`src/zrbc_pkg.sv`:
```
// Shared types and constants for the zero-run byte compressor.
`timescale 1ns / 1ps

package zrbc_pkg;

    localparam logic [7:0] RUN_MAX   = 8'd255;
    localparam logic [7:0] ZERO_MARK = 8'd0;

    // One classified input: one or two output bytes plus the block-end flag
    typedef struct packed {
        logic       two;
        logic [7:0] b0;
        logic [7:0] b1;
        logic       last;
    } t_cmd;

endpackage

```
`src/zrbc_front.sv`:
```
// Front end: accepts input bytes, tracks the zero run, builds output commands.
`timescale 1ns / 1ps

module zrbc_front
    import zrbc_pkg::*;
(
    input  logic       i_clk,
    input  logic       i_rst_n,
    input  logic       push,
    output logic       full,
    input  logic [7:0] i_in_byte,
    input  logic       i_in_last,
    input  logic       i_q_full,
    output logic       o_q_push,
    output t_cmd       o_q_cmd
);

    logic       r_run;
    logic [7:0] r_len;
    logic       n_run;
    logic [7:0] n_len;
    logic       accept;
    logic       emit;
    t_cmd       cmd;

    assign full   = i_q_full;
    assign accept = push && !i_q_full;

    always_comb begin
        n_run    = r_run;
        n_len    = r_len;
        emit     = 1'b0;
        cmd.two  = 1'b0;
        cmd.b0   = i_in_byte;
        cmd.b1   = i_in_byte;
        cmd.last = i_in_last;

        if (i_in_byte != ZERO_MARK) begin
            emit  = 1'b1;
            if (r_run) begin
                cmd.two = 1'b1;
                cmd.b0  = r_len;
            end
            n_run = 1'b0;
            n_len = 8'd0;
        end else if (r_run) begin
            if (r_len == RUN_MAX - 8'd1) begin
                emit   = 1'b1;
                cmd.b0 = RUN_MAX;
                n_run  = 1'b0;
                n_len  = 8'd0;
            end else begin
                n_len = r_len + 8'd1;
            end
        end else begin
            emit   = 1'b1;
            cmd.b0 = ZERO_MARK;
            n_run  = 1'b1;
            n_len  = 8'd1;
        end

        // block end flushes a still-open run count
        if (i_in_last) begin
            if (n_run) begin
                if (emit) begin
                    cmd.two = 1'b1;
                    cmd.b1  = n_len;
                end else begin
                    cmd.b0 = n_len;
                end
                emit = 1'b1;
            end
            n_run = 1'b0;
            n_len = 8'd0;
        end
    end

    assign o_q_push = accept && emit;
    assign o_q_cmd  = cmd;

    always_ff @(posedge i_clk) begin
        if (!i_rst_n) begin
            r_run <= 1'b0;
            r_len <= 8'd0;
        end else if (accept) begin
            r_run <= n_run;
            r_len <= n_len;
        end
    end

endmodule

```
`src/zrbc_queue.sv`:
```
// Short command queue between front and back ends.
`timescale 1ns / 1ps

module zrbc_queue
    import zrbc_pkg::*;
#(
    parameter int DEPTH = 4
) (
    input  logic i_clk,
    input  logic i_rst_n,
    input  logic i_push,
    input  t_cmd i_cmd,
    output logic o_full,
    input  logic i_pop,
    output t_cmd o_cmd,
    output logic o_nonempty
);

    localparam int AW = $clog2(DEPTH);
    localparam int CW = $clog2(DEPTH + 1);
    localparam logic [AW-1:0] LAST_IDX = AW'(DEPTH - 1);
    localparam logic [CW-1:0] FULL_CNT = CW'(DEPTH);

    t_cmd          r_mem [DEPTH];
    logic [AW-1:0] r_wr;
    logic [AW-1:0] r_rd;
    logic [CW-1:0] r_cnt;
    logic          do_push;
    logic          do_pop;

    assign o_full     = (r_cnt == FULL_CNT);
    assign o_nonempty = (r_cnt != '0);
    assign o_cmd      = r_mem[r_rd];
    assign do_push    = i_push && !o_full;
    assign do_pop     = i_pop && o_nonempty;

    always_ff @(posedge i_clk) begin
        if (do_push) begin
            r_mem[r_wr] <= i_cmd;
        end
    end

    always_ff @(posedge i_clk) begin
        if (!i_rst_n) begin
            r_wr  <= '0;
            r_rd  <= '0;
            r_cnt <= '0;
        end else begin
            if (do_push) begin
                r_wr <= (r_wr == LAST_IDX) ? '0 : r_wr + AW'(1);
            end
            if (do_pop) begin
                r_rd <= (r_rd == LAST_IDX) ? '0 : r_rd + AW'(1);
            end
            if (do_push && !do_pop) begin
                r_cnt <= r_cnt + CW'(1);
            end else if (do_pop && !do_push) begin
                r_cnt <= r_cnt - CW'(1);
            end
        end
    end

endmodule

```
`src/zrbc_back.sv`:
```
// Back end: serialises commands into output beats through an output register.
`timescale 1ns / 1ps

module zrbc_back
    import zrbc_pkg::*;
(
    input  logic       i_clk,
    input  logic       i_rst_n,
    input  t_cmd       i_cmd,
    input  logic       i_q_nonempty,
    output logic       o_q_pop,
    output logic       empty,
    input  logic       pop,
    output logic [7:0] o_out_byte,
    output logic       o_out_last
);

    logic r_valid;
    logic r_idx;
    t_cmd r_cmd;
    logic fin;
    logic take;
    logic load;

    // second byte of a pair, or the only byte, closes the command
    assign fin  = r_idx || !r_cmd.two;
    assign take = pop && r_valid;
    assign load = i_q_nonempty && (!r_valid || (take && fin));

    assign o_q_pop    = load;
    assign empty      = !r_valid;
    assign o_out_byte = r_idx ? r_cmd.b1 : r_cmd.b0;
    assign o_out_last = fin && r_cmd.last;

    always_ff @(posedge i_clk) begin
        if (load) begin
            r_cmd <= i_cmd;
        end
    end

    always_ff @(posedge i_clk) begin
        if (!i_rst_n) begin
            r_valid <= 1'b0;
            r_idx   <= 1'b0;
        end else if (load) begin
            r_valid <= 1'b1;
            r_idx   <= 1'b0;
        end else if (take) begin
            if (fin) begin
                r_valid <= 1'b0;
                r_idx   <= 1'b0;
            end else begin
                r_idx <= 1'b1;
            end
        end
    end

endmodule

```
`src/zero_run_byte_compressor.sv`:
```
// Top level of the zero-run byte compressor.
// Input channel: push/full with i_in_byte and i_in_last; a beat is taken when
//   push is high and full is low. i_in_last marks the final byte of a block.
// Output channel: empty/pop with o_out_byte and o_out_last; the oldest byte is
//   shown while empty is low and leaves on a cycle with pop high.
// A nonzero byte passes as a literal; a zero run becomes a zero marker and a
// count of 1..255. A count of 255 closes the run. o_out_last flags the final
// output byte of each compressed block.
// Each input beat yields zero, one or two output beats. The front end takes
// one beat per cycle while the command queue has room; the output register
// emits one beat per cycle while pop is high, so sustained rate is one output
// byte per cycle and the queue fills when every input makes two bytes.
// An input byte passes through the queue and then the output register.
// Reset clears the run state, the queue and the output register. When the
// receiver stalls, the queue of QDEPTH commands fills and full rises; no beat
// is lost.
`timescale 1ns / 1ps

module zero_run_byte_compressor
    import zrbc_pkg::*;
#(
    parameter int QDEPTH = 4
) (
    input  logic       i_clk,
    input  logic       i_rst_n,
    input  logic       push,
    output logic       full,
    input  logic [7:0] i_in_byte,
    input  logic       i_in_last,
    output logic       empty,
    input  logic       pop,
    output logic [7:0] o_out_byte,
    output logic       o_out_last
);

    logic q_push;
    logic q_full;
    logic q_pop;
    logic q_nonempty;
    t_cmd q_in;
    t_cmd q_out;

    zrbc_front u_front (
        .i_clk     (i_clk),
        .i_rst_n   (i_rst_n),
        .push      (push),
        .full      (full),
        .i_in_byte (i_in_byte),
        .i_in_last (i_in_last),
        .i_q_full  (q_full),
        .o_q_push  (q_push),
        .o_q_cmd   (q_in)
    );

    zrbc_queue #(
        .DEPTH (QDEPTH)
    ) u_queue (
        .i_clk      (i_clk),
        .i_rst_n    (i_rst_n),
        .i_push     (q_push),
        .i_cmd      (q_in),
        .o_full     (q_full),
        .i_pop      (q_pop),
        .o_cmd      (q_out),
        .o_nonempty (q_nonempty)
    );

    zrbc_back u_back (
        .i_clk        (i_clk),
        .i_rst_n      (i_rst_n),
        .i_cmd        (q_out),
        .i_q_nonempty (q_nonempty),
        .o_q_pop      (q_pop),
        .empty        (empty),
        .pop          (pop),
        .o_out_byte   (o_out_byte),
        .o_out_last   (o_out_last)
    );

endmodule
```
`config.mk`:
```
export PLATFORM = sky130hd
export DESIGN_NAME = zero_run_byte_compressor
export DESIGN_NICKNAME = d
export VERILOG_FILES = /design/src/zrbc_pkg.sv /design/src/zrbc_front.sv /design/src/zrbc_queue.sv /design/src/zrbc_back.sv /design/src/zero_run_byte_compressor.sv
export SDC_FILE = /design/constraint.sdc
export NUM_CORES = 1
export LEC_CHECK = 0
export ABC_CLOCK_PERIOD_IN_PS = 8380
export BUFFER_PORTS_ARGS = -buffer_cell sky130_fd_sc_hd__buf_2
export CORE_AREA = 2 2 100 102
export CTS_CLUSTER_DIAMETER = 30
export DETAILED_ROUTE_END_ITERATION = 7
export DIE_AREA = 0 0 102 104
export PLACE_DENSITY = 0.78
export SLEW_MARGIN = 20
export SYNTH_ARGS = -nofsm -noshare
export SYNTH_HDL_FRONTEND = slang
export SYNTH_SLANG_ARGS = --single-unit
```
`constraint.sdc`:
```
create_clock -name i_clk -period 8.38 [get_ports i_clk]
set_input_delay 2.095 -clock i_clk [delete_from_list [all_inputs] [get_ports i_clk]]
set_output_delay 2.095 -clock i_clk [all_outputs]
set_load 0.05 [all_outputs]
```
# [Word level (Yosys, flattened, before mapping)]
# Memory sizes are Yosys's and may differ from the RTL's. A register that Yosys moved wholly into a read port is not among the register bits.
# Index checks and enable logic that the tools add are counted.
[op_classes] add_sub_neg=5 n_reduce_logical=24 bitwise_logic=1 eq_ne=4 n_mux=34
[ops] cell="two-way mux 8 bit" count=10
[ops] cell="two-way mux 17 bit" count=2
[ops] cell="two-way mux 1 bit" count=17
[ops] cell="logical AND 1 bit" count=10
[ops] cell="two-way mux 9 bit" count=1
[ops] cell="adder 8 x 1 -> 8 bit, second input constant" count=1
[ops] cell="equality test 8 bit, second input constant" count=1
[ops] cell="nonzero test 8 bit" count=1
[ops] cell="two-way mux 3 bit" count=2
[ops] cell="nonzero test 2 bit" count=3
[ops] cell="zero test 1 bit" count=5
[ops] cell="adder 2 x 1 -> 2 bit, second input constant" count=2
[ops] cell="equality test 2 bit, second input constant" count=2
[ops] cell="two-way mux 2 bit" count=2
[ops] cell="adder 3 x 1 -> 3 bit, second input constant" count=1
[ops] cell="equality test 3 bit, second input constant" count=1
[ops] cell="nonzero test 3 bit" count=1
[ops] cell="subtractor 3 x 1 -> 3 bit, second input constant" count=1
[ops] cell="logical OR 1 bit" count=2
[ops] cell="AND reduction 2 bit" count=1
[ops] cell="OR reduction 2 bit" count=1
[ops] cell="NOT 1 bit" count=1
[word_totals] elab_cells=76 ram_bits=72 input_bits=13 regBits=18 n_memories=1 out_inout_bits=11
[memory_table] memory="u_queue.r_mem" words=4 word_bits=18 rd=1 rd_clocked_by_memory_dff=1 wr=1 line="zrbc_queue.sv:24" rtl="t_cmd r_mem [DEPTH];"

# [Longest topological paths before layout]
[depth] ltp_word=12 ltp_mapped=11

# [By module]
# From an unflattened synthesis, not the netlist that was laid out.
[hier_totals] hier_cells=305 area_unflattened_um2=4762.1
[modules_own_cells] module="zrbc_queue" area_each_um2=3120.5 instances=1 cells_each=145
[modules_own_cells] module="zrbc_front" area_each_um2=877.1 instances=1 cells_each=120
[modules_own_cells] module="zrbc_back" area_each_um2=764.5 instances=1 cells_each=40

# [Least setup slack after synthesis]
# No wires, ideal clock.
[synth_timing] path_type="input-to-reg" from="in i_in_byte[1]" to="reg u_queue.r_cnt[2]" t_arrival_ps=4003 n_path_buf=0 stages=9 t_required_ps=8310 setup_slack_ps=4306 path_cell_list="or4_1 -> nor3_4 -> a21oi_2 -> ha_1 -> inv_1 -> fa_1 -> xor2_1 -> or3_1 -> a21oi_1"
[synth_between] elab_chain_cells=9
[synth_lines] element="start, declared" line="zero_run_byte_compressor.sv:28" rtl="input logic [7:0] i_in_byte,"
[synth_lines] element="nonzero test 8 bit *" line="zrbc_front.sv:38" rtl="if (i_in_byte != ZERO_MARK) begin"
[synth_lines] element="two-way mux 1 bit" line="zrbc_front.sv:38"
[synth_lines] element="two-way mux 1 bit" line="zrbc_front.sv:64" rtl="if (n_run) begin"
[synth_lines] element="two-way mux 1 bit *" line="zrbc_front.sv:63" rtl="if (i_in_last) begin"
[synth_lines] element="logical AND 1 bit *" line="zrbc_front.sv:78" rtl="assign o_q_push = accept && emit;"
[synth_lines] element="logical AND 1 bit *" line="zrbc_queue.sv:34" rtl="assign do_push = i_push && !o_full;"
[synth_lines] element="net u_queue.do_push" line="zrbc_queue.sv:28" rtl="logic do_push;"
[synth_lines] element="zero test 1 bit" line="zrbc_queue.sv:57" rtl="end else if (do_pop && !do_push) begin"
[synth_lines] element="logical AND 1 bit" line="zrbc_queue.sv:57"
[synth_lines] element="nonzero test 2 bit (no source line)"
[synth_lines] element="end signal, assigned" line="zrbc_queue.sv:56" rtl="r_cnt <= r_cnt + CW'(1);"
[synth_lines] element="end signal, assigned" line="zrbc_queue.sv:58" rtl="r_cnt <= r_cnt - CW'(1);"
[synth_lines] element="end, declared" line="zrbc_queue.sv:27" rtl="logic [CW-1:0] r_cnt;"
# The timed path passes the listed nets; every way through them passes the cells marked *.
# A chain may end at the register's enable or synchronous reset.

# [Worst setup path in the final report]
[layout_timing] from="in i_in_byte[5]" to="reg u_queue.r_cnt[2]"
# The elaborated chain is that of the path after synthesis.

==> results.ini <==
[outcome]
status = finished, final reports clean

[cells_and_area]
nNetsFinal = 331
antenna_cells = 0
layout_common_cells = edfxtp_1, buf_2, mux4_2, dfxtp_1, nand2_1
layout_commonest_cell = edfxtp_1
multi_input_area_mm2 = 0.00145
seqCellArea_mm2 = 0.00306
area_growth_pct = 7.50
nFillCells = 775
final_layout_size_suffix_gt1_frac = 0.229

[power_and_ir_drop]
ir_drop_mv = 0.108
power_density_mw_per_mm2 = 293
total_power_uw = 1470
p_leak_uw = 0.00164

[grt]
antenna_found_initial = 0
grtUsageTotal = 0.166
grt_max_degree = 22
grt.overflow.total = 0
grt_pass1_vias = 2556
grt_pass1_wl_mm = 13.2

[clocking]
tritoncts = built
clk_pin_slew_worst_paths_ns = 0.11
h-tree-depth = 3
cts.sinks = 108
worstSkewPairLatency_ns = 0.36
post_cts_buffers = 0
cts_buffer_depth = 2
cts_resized = 0
cts_buffers = 9
cts_root_buf = clkbuf_8
cts_hold_buf = 0

[logic_synthesis]
ys_async_sr_fraction = 0
synth_edf_count = 90
seq_area_frac_synth = 0.655
yosys.area.top_type = edfxtp_1
synth_flop_cell = edfxtp_1
synth_top_area_share = 0.578
syn_area_mm2 = 0.00467
syn_nets = 318
synth-seq-cells = 108
synth_cell_type_count = 49
avgSynthCellArea_um2 = 15.8
netlist_instances = 296
ys_top_cells_by_area = edfxtp_1, mux4_2, dfxtp_1
ys_warn_count = 0

[timing]
rsz0062_at_grt = false
slew-limit-headroom = 0.302
fmax_ghz = 0.235
hold_viol_final = 0
min_period_ns = 4.26
fin_setup_tns_ns = 0
holdWs_ns = 0.476
worstMarginPinSlew_ns = 1.05
post-route-period-util = 0.509
slew_viol_final = 0
skew_ns = 0.0158
setup_viol = 0

[placement]
numPortBuffers = 23
gp_congestion = 0.879
dp_hpwl_mm = 5.23

[floorplanning]
core_mm2 = 0.00955
die_w_um = 102
ioPinCount = 24
initial_core_util = 0.489
dieArea_mm2 = 0.0106
rows = 36
die_h_um = 104

[critical_path]
path_buf_inv = 2
worstPathRequired_ns = 8.68
crit_arrival_ns = 4.56
cp-start-kind = primary input
critPathMaxFanout = 15
cp_top_family = simple AND/OR/NAND/NOR gates
path_cells = buf_2 > or4_4 > nor3_4 > a21oi_2 > ha_1 > inv_1 > fa_1 > xor2_1 > or3_1 > a21oi_1
max_stage_delay_ns = 0.57
cp_slowest_cell = or4_4
path_class = in -> reg
worstSetupEndpointType = flop

[detailed_routing]
firstDrtPassIters = 4
drt_first_iter_violations = 300
drc = 0
routedWlPerCell_um = 18.2
via_per_inst = 5.66
vias = 2530
drt_wl_total_mm = 8.14
drtAntennaViolNets = 0

[hold_path]
hp-class = reg -> reg

[flow_run]
drv_cap = 0

-- area by class of cell --
cell class              instances  share of cell area
well taps                     133              0.0331
clock inverters                 6              0.0107
clock buffers                  10              0.0274
inverters                       8             0.00598
flip-flops and latches        108               0.610
repair buffers                 24              0.0244
multi-input cells             158               0.289
-- power breakdown --
| group | internal (uW) | total [uW] | switching [uW] | leakage, uW |
|---|---|---|---|---|
| clock network | 122 | 300 | 178 | 0.0000954 |
| registers | 706 | 753 | 46.3 | 0.000984 |
| logic | 159 | 418 | 259 | 0.000559 |
| total | 986 | 1470 | 484 | 0.00164 |
-- worst register-to-register path, delay by kind of cell, from the launching register on --
kind / cells / cell delay [ns]
xor gates and xnor gates: 1 / 0.08
adders and majority gates: 2 / 0.43
AOI/OAI and AO/OA: 2 / 0.36
buffers and inverters: 2 / 0.34
DFF: 1 / 0.67
and+or+nand+nor: 2 / 0.87
-- final timing paths --
check,startpoint,end,slack (ns),cells past startpoint
setup / recovery,i_in_byte[5],u_queue.r_cnt[2],4.12,10
setup reg to reg,u_front.r_run,u_queue.r_cnt[2],5.57,9
hold reg to reg,u_back.r_valid,u_back.r_idx,0.48,2
hold / removal,u_back.r_valid,u_back.r_idx,0.48,2
-- cells in the mapped netlist, types with 4 or more instances --
library cell,count
mux2i_1,11
o211ai_1,4
dfxtp_1,18
mux4_2,18
nor2_1,6
nand3_1,8
nand2b_1,5
o221ai_1,6
inv_1,8
o21ai_0,4
edfxtp_1,90
nand4_1,6
xor2_1,6
buf_6,5
a21oi_1,13
nand2_1,16
mux2_2,8
clkbuf_1,12
ha_1,8
and2_1,6
-- metal layers --
metal,vias to the layer above,track usage,share of wire
met4,0,0.0762,0.027
li1,1179,-,-
met2,84,0.268,0.51
met3,12,0.0336,0.044
met5,-,0,0
met1,1255,0.213,0.41
-- flip-flops by register name, summed over array words and instances, names as in the netlist --
| register | flops |
|---|---|
| u_back.r_valid | 1 |
| u_back.r_cmd | 18 |
| u_queue.r_wr | 2 |
| u_back.r_idx | 1 |
| u_front.r_len | 8 |
| u_queue.r_rd | 2 |
| u_front.r_run | 1 |
| u_queue.r_cnt | 3 |
| u_queue.r_mem | 72 |
-- cells by family after synthesis --
| group | count (synthesis) | share of synthesized area |
|---|---|---|
| compound gates | 36 | 0.0536 |
| xor+xnor | 8 | 0.0150 |
| fa+ha+maj | 9 | 0.0257 |
| buf+inv | 30 | 0.0343 |
| flops | 108 | 0.655 |
| mux | 37 | 0.130 |
| simple gates | 68 | 0.0865 |
-- through the flow --
stage               utilization  instances  instance area, um2  setup slack [ns]
floorplan                     -        296                4670              4.31
global placement          0.506        431                4830              3.83
detailed placement        0.506        431                4830              3.72
CTS                       0.526        447                5020              4.11
global route              0.526        447                5020              3.91
finish                    0.526        447                5020              4.12
(Power assumes the default switching activity.)
